`config.mk`:
```
export PLATFORM = sky130hd
export DESIGN_NAME = lfys_ctrl
export DESIGN_NICKNAME = d
export VERILOG_FILES = /design/src/rtl/lfys_pkg.sv /design/src/rtl/lfys_ctrl.sv
export SDC_FILE = /design/constraint.sdc
export NUM_CORES = 1
export LEC_CHECK = 0
export BUFFER_PORTS_ARGS = -buffer_cell sky130_fd_sc_hd__buf_2
export CAP_MARGIN = 40
export CORE_AREA = 4 4 41 43
export CTS_CLUSTER_DIAMETER = 120
export CTS_CLUSTER_SIZE = 12
export DETAILED_ROUTE_END_ITERATION = 8
export DIE_AREA = 0 0 45 47
export GPL_TIMING_DRIVEN = 0
export PLACE_DENSITY = 0.73
export SYNTH_ARGS = -nofsm -noshare
export SYNTH_HDL_FRONTEND = slang
export SYNTH_SLANG_ARGS = --single-unit
```
`constraint.sdc`:
```
create_clock -name clk_i -period 1.2 [get_ports clk_i]
set_input_delay 0.18 -clock clk_i [delete_from_list [all_inputs] [get_ports clk_i]]
set_output_delay 0.18 -clock clk_i [all_outputs]
set_load 0.01 [all_outputs]
```
`src/rtl/lfys_pkg.sv`:
```
// Shared types and constants for the LCG Fisher-Yates shuffler.
// Depends on nothing; every other file but lfys_ram imports it.
`timescale 1ns / 1ps

package lfys_pkg;

  localparam int unsigned ENTRY_W = 12;
  localparam int unsigned COUNT_W = 13;
  localparam int unsigned SEED_W  = 32;

  localparam logic [SEED_W-1:0]  LCG_MUL = 32'd1664525;
  localparam logic [SEED_W-1:0]  LCG_ADD = 32'd1013904223;
  localparam logic [COUNT_W-1:0] COUNT_RESET = 13'd4096;

  // remainder unit retires one dividend bit per cycle
  localparam int unsigned REM_STEPS   = SEED_W;
  localparam int unsigned REM_STEPS_W = $clog2(REM_STEPS);

  localparam logic ACT_SHUFFLE  = 1'b0;
  localparam logic ACT_READ     = 1'b1;
  localparam logic KIND_SHUFFLE = 1'b0;
  localparam logic KIND_READ    = 1'b1;

  typedef struct packed {
    logic              action;
    logic [SEED_W-1:0] seed;
    logic [11:0]       position;
  } in_t;

  typedef struct packed {
    logic               kind;
    logic [ENTRY_W-1:0] entry_value;
  } out_t;

  typedef enum logic [1:0] {
    ASEL_I,
    ASEL_J,
    ASEL_POS
  } addr_sel_e;

  typedef enum logic [3:0] {
    ST_CLEAR,
    ST_IDLE,
    ST_START,
    ST_RD_CAP,
    ST_LCG,
    ST_DIV_GO,
    ST_DIV_WAIT,
    ST_RD_I,
    ST_RD_J,
    ST_CAP_B,
    ST_WR_I,
    ST_WR_J,
    ST_FINISH
  } state_e;

  typedef struct packed {
    logic      clr_we;
    logic      load_item;
    logic      lcg_step;
    logic      div_start;
    logic      rd_en;
    logic      wr_en;
    addr_sel_e addr_sel;
    logic      cap_a;
    logic      cap_b;
    logic      dec_i;
    logic      load_out;
  } cmd_t;

  typedef struct packed {
    logic clear_last;
    logic action;
    logic i_zero;
    logic i_one;
    logic rem_done;
    logic out_busy;
  } status_t;

endpackage

```
`src/rtl/lfys_ctrl.sv`:
```
// Controller state machine: clearing pass, item intake, swap-pass sequencing.
// Depends on lfys_pkg.
`timescale 1ns / 1ps

module lfys_ctrl
  import lfys_pkg::*;
(
  input  logic    clk_i,
  input  logic    rst_ni,
  input  logic    in_valid_i,
  output logic    in_ready_o,
  input  status_t status_i,
  output cmd_t    cmd_o
);

  state_e state_q, state_d;

  always_ff @(posedge clk_i or negedge rst_ni) begin
    if (!rst_ni) begin
      state_q <= ST_CLEAR;
    end else begin
      state_q <= state_d;
    end
  end

  always_comb begin
    state_d    = state_q;
    cmd_o      = '0;
    cmd_o.addr_sel = ASEL_I;
    in_ready_o = 1'b0;
    unique case (state_q)
      ST_CLEAR: begin
        cmd_o.clr_we = 1'b1;
        if (status_i.clear_last) state_d = ST_IDLE;
      end
      ST_IDLE: begin
        in_ready_o = 1'b1;
        if (in_valid_i) begin
          cmd_o.load_item = 1'b1;
          state_d = ST_START;
        end
      end
      ST_START: begin
        if (status_i.action == ACT_READ) begin
          cmd_o.addr_sel = ASEL_POS;
          cmd_o.rd_en    = 1'b1;
          state_d = ST_RD_CAP;
        end else if (status_i.i_zero) begin
          state_d = ST_FINISH;
        end else begin
          state_d = ST_LCG;
        end
      end
      ST_RD_CAP: begin
        cmd_o.cap_b = 1'b1;
        state_d = ST_FINISH;
      end
      ST_LCG: begin
        cmd_o.lcg_step = 1'b1;
        state_d = ST_DIV_GO;
      end
      ST_DIV_GO: begin
        cmd_o.div_start = 1'b1;
        state_d = ST_DIV_WAIT;
      end
      ST_DIV_WAIT: begin
        if (status_i.rem_done) state_d = ST_RD_I;
      end
      ST_RD_I: begin
        cmd_o.addr_sel = ASEL_I;
        cmd_o.rd_en    = 1'b1;
        state_d = ST_RD_J;
      end
      ST_RD_J: begin
        cmd_o.addr_sel = ASEL_J;
        cmd_o.rd_en    = 1'b1;
        cmd_o.cap_a    = 1'b1;
        state_d = ST_CAP_B;
      end
      ST_CAP_B: begin
        cmd_o.cap_b = 1'b1;
        state_d = ST_WR_I;
      end
      ST_WR_I: begin
        cmd_o.addr_sel = ASEL_I;
        cmd_o.wr_en    = 1'b1;
        state_d = ST_WR_J;
      end
      ST_WR_J: begin
        cmd_o.addr_sel = ASEL_J;
        cmd_o.wr_en    = 1'b1;
        cmd_o.dec_i    = 1'b1;
        state_d = status_i.i_one ? ST_FINISH : ST_LCG;
      end
      ST_FINISH: begin
        if (!status_i.out_busy) begin
          cmd_o.load_out = 1'b1;
          state_d = ST_IDLE;
        end
      end
      default: state_d = ST_CLEAR;
    endcase
  end

endmodule

```
Word-level counts from Yosys, hierarchy flattened

Cells that the tools add are included.

Flip-flop bits (word level): 4

Multiplexer cells: 24
Reductions and logical operators: 6
Eq/ne operators: 16

Operator list:

| operator                                                              | count |
|---|---|
| 4-bit one-hot mux with 13 select lines                                | 1 |
| 4-bit two-way mux                                                     | 7 |
| 4-bit equality test, second input constant                            | 5 |
| 4-bit by 3-bit equality test with 1-bit output, second input constant | 4 |
| 1-bit two-way mux                                                     | 13 |
| 4-bit by 2-bit equality test with 1-bit output, second input constant | 2 |
| 2-bit != test, second input constant                                  | 4 |
| 2-bit OR reduction                                                    | 4 |
| 4-bit by 1-bit equality test with 1-bit output, second input constant | 1 |
| 4-bit logical NOT                                                     | 1 |
| 2-bit one-hot mux with 2 select lines                                 | 1 |
| 4-bit AND reduction                                                   | 1 |
| 2-bit two-way mux                                                     | 1 |
| 1-bit one-hot mux with 2 select lines                                 | 1 |

Depth between registers and ports, before layout

Depth after elaboration: 3
Depth in mapped cells: 5
Mapped depth without buffers: 4

Least setup slack after synthesis

No wires, ideal clock.

Path kind: register to output
Start point: reg state_q[1]
End point: out cmd_o[7] in the netlist's numbering
Path slack: -0.104 ns
Required time: 1.020 ns
Stages on the path, launching flop included: 6
Arrival: 1.124 ns
Buffers on the path: 1
Cell sequence: dfrtp_1 -> buf_4 -> inv_1 -> nor2_1 -> a21oi_1 -> o32ai_1

RTL lines:

| item                   | line            | RTL |
|---|---|---|
| start, declared        | lfys_ctrl.sv:16 | `state_e state_q, state_d;` |
| start signal, assigned | lfys_ctrl.sv:22 | `state_q <= state_d;` |
| end, declared          | lfys_ctrl.sv:13 | `output cmd_t cmd_o` |

==> summary.txt <==
Power
  – Clock power frac: 0.074
  – Sw Share: 0.5008
  – Power Density: about 2800 nW/um^2
  – Maximum vdd drop: approximately 1.1 mV
  – Sequential share of power: 0.118
  – Static Leak: around 0.37 nW
  – Net Switching: around 1.1 mW
  – Combinational power share: 0.808
  – Internal power: between 1 and 1.5 mW

Synth
  – Cell variety after synth: 27
  – Commonest cells in the netlist: nor2_1, a21oi_1, nand2_1, dfrtp_1
  – Top cell type's share of synthesized area: 0.2381
  – Mean Syn Cell Area: 7.007 um^2
  – Area leader, netlist: dfrtp_1
  – Sequential area share after synthesis: 0.2381
  – Asr flop ratio synth: 1.000
  – Synth Net Count: 69
  – Most frequent cell after synthesis: nor2_1
  – Post-synthesis instance area: 420.4 um^2
  – Ys flop type: dfrtp_1
  – Number of synthesized flops with an enable pin: 0
  – Cells after synthesis: 60
  – Ranking of synthesized cells by area: dfrtp_1, nor2_1, a21oi_1
  – Warnings, synthesis: 0
  – Number of synthesized register bits: 4

Setup path
  – Crit path cell chain: buf_6, and2b_2, a21oi_2, o32ai_2, buf_2
  – CP Class: reg2out
  – Worst path max stage delay: about 0.4 ns
  – Slowest cell on crit path: dfrtp_1
  – CP Capture Type: output pin
  – Crit path arrival time: around 1.4 ns
  – R2R Path Start: state_q[0]
  – CP required: 1.02 ns
  – Crit path max fanout: 10
  – Critical Path Start: state_q[3]
  – Critical Path Start Type: flop

Drt
  – WL final: 1568 um
  – Pre-antenna DRT Iters: 4
  – Drt wl/cell: about 15 um
  – Iter 0 DRT Violations: 6
  – Vias/cell: 5.448
  – Residual DRC count: 0
  – Routed Antenna Nets: 0
  – DR vias: about 570

Timing
  – Worst-Margin Slew: between 0.2 and 0.25 ns
  – Setup tns final: -3.327 ns
  – RSZ-0062 raised after global routing: yes
  – Final worst slack: -0.3419 ns
  – Part of the cycle the worst path needs: 1.285
  – Post-route clock skew: between 0.004 and 0.005 ns
  – Pins Over Slew Limit: 0
  – Rel. slew slack: 0.8365
  – Minimum clock period: about 1.5 ns
  – Setup Viol. Count Final: 17
  – Final Hold Viols: 0
  – Fmax: between 600 and 700 MHz

Layout
  – Max reg flops: 4
  – Most flops, register: state_q
  – Fraction of layout cells with a size suffix above 1: 0.6222
  – Largest registers: state_q x4
  – Diode count: 0
  – Area growth, synth to finish: 81.85%
  – Util after Layout: 0.5875
  – Final nets: approximately 100

CTS
  – CTS tree: yes
  – Clk sinks: 4
  – CTS H-tree depth: 1
  – Clk_lat worst skew: roughly 0.23 ns
  – Root buffer cell: clkbuf_4
  – Reg clk slew, reported paths: 0.04 ns
  – Total CTS buffers: 3
  – Longest Clk Path Bufs: 2

Floorplan
  – Row cnt: 13
  – Starting Density: 0.3231
  – I/O pin cnt: 22
  – Core Area: between 1000 and 1500 um^2
  – Die Span Y: between 40 and 50 um
  – Die width: between 40 and 50 um
  – Die area: around 2100 um^2

Placed design
  – IO buf count: 21
  – Dpl hpwl: a little under 1000 um
  – GPL Wtd Cong: 0.8634

Run
  – Max-cap viol count: 0

GRT
  – First-pass GRT wire length: about 2200 um
  – Largest net degree at the start of global routing: 11
  – Grt total ovfl: 0
  – GRT Total Usage: 0.1464
  – Vias in the first global route: between 500 and 600
  – Initial antenna violation count: 0

Run status
  – Failing checks: setup timing
  – Status: finished, violations left

Hold path
  – Hold Crit Class: in2reg
  – HP Start: in_valid_i
## timing repair
action	4_1_cts	5_1_grt
hold buffers	1	0
pin swaps	2	5
hold endpoints to repair	4	0
setup buffers	4	1
gates resized for setup	12	16
endpoints found under the setup margin	15	17
gates cloned	0	1
## logic make-up (layout without fill, tap and decap cells)
| kind of cell | count (synthesis) | in the layout | share of synthesized area |
|---|---|---|---|
| buf+inv | 8 | 38 | 0.08927 |
| flops | 4 | 4 | 0.2381 |
| compound gates | 18 | 18 | 0.2917 |
| simple gates | 29 | 29 | 0.3543 |
| mux | 1 | 1 | 0.02678 |
## path summary, 6_finish.rpt
check	to	slack (ns)	cells past startpoint
worst min-delay path	state_q[0]	0.19	2
min in group asynchronous	state_q[0]	0.28	2
worst min register to register	state_q[1]	0.77	4
max in group asynchronous	state_q[2]	0.80	2
worst max register to register	state_q[1]	-0.16	4
worst max-delay path	cmd_o[7]	-0.34	5
## power by group through the flow
stage                     combinational (mW)  sequential, mW  clock, mW
after floorplan                        0.935           0.233          0
after global placement                  1.22           0.242          0
after detailed placement                1.23           0.243          0
after CTS                               1.43           0.251      0.171
after global routing                    1.86           0.262      0.187
final                                   1.75           0.255      0.162
## cell type report
type                    count  area (um^2)
inverters                   3        16.27
multi-input cells          48        406.6
well taps                  15        18.77
flip-flops and latches      4        100.1
clock buffers               3        22.52
plain buffers               4        38.79
fillers                   124        536.8
repair buffers             28        161.4
## cell usage in the layout, fill, tap and decap left out
cell type,n
nand2_8,1
nor4_4,1
a21oi_2,2
buf_2,23
inv_4,2
and2b_2,1
buf_6,4
dfrtp_1,4
nand2b_4,1
or4_1,1
o21ai_0,1
buf_4,4
o31ai_1,2
nand2_2,1
nor3b_2,1
nand2_1,2
a21oi_1,4
nor3_1,1
o31ai_4,1
dlygate4sd3_1,1
and2_4,1
inv_1,1
nor2_1,8
o221ai_1,1
nand3b_1,1
or3_1,1
o21ai_2,1
a31oi_1,1
nor3_2,1
nor2_4,2
nand2_4,1
a21o_1,2
o32ai_2,2
nand2b_1,2
and3b_1,1
mux2_4,1
or2_4,1
clkbuf_4,3
o211ai_2,1
## critical path, delay by kind of cell (launching register included)
kind | cells | cell delay [ns]
compound gates | 2 | 0.20
buf+inv | 2 | 0.31
simple gates | 1 | 0.22
flops | 1 | 0.40
## per-stage QoR
| step | hold WS [ns] | setup slack, ns | instance area, um^2 | std cells | total power, mW |
|---|---|---|---|---|---|
| detailed placement | -0.01215 | -0.1730 | 589.3 | 96 | 1.471 |
| CTS | 0.1797 | -0.3528 | 680.7 | 103 | 1.847 |
| global placement | -0.01448 | -0.1587 | 589.3 | 96 | 1.458 |
| global route | 0.1900 | -0.4070 | 764.5 | 105 | 2.311 |
| finish | 0.1897 | -0.3419 | 764.5 | 105 | 2.171 |
| floorplan | -0.1156 | -0.008002 | 465.4 | 60 | 1.168 |
## layer usage
layer / routed length [um] / vias to the layer above / global-route usage
met3: 100 / 4 / 0.04981
met4: 27 / 0 / 0.06433
met5: 0 / - / 0
li1: - / 275 / -
met2: 769 / 23 / 0.2345
met1: 671 / 270 / 0.1781
(Power assumes the default switching activity.)
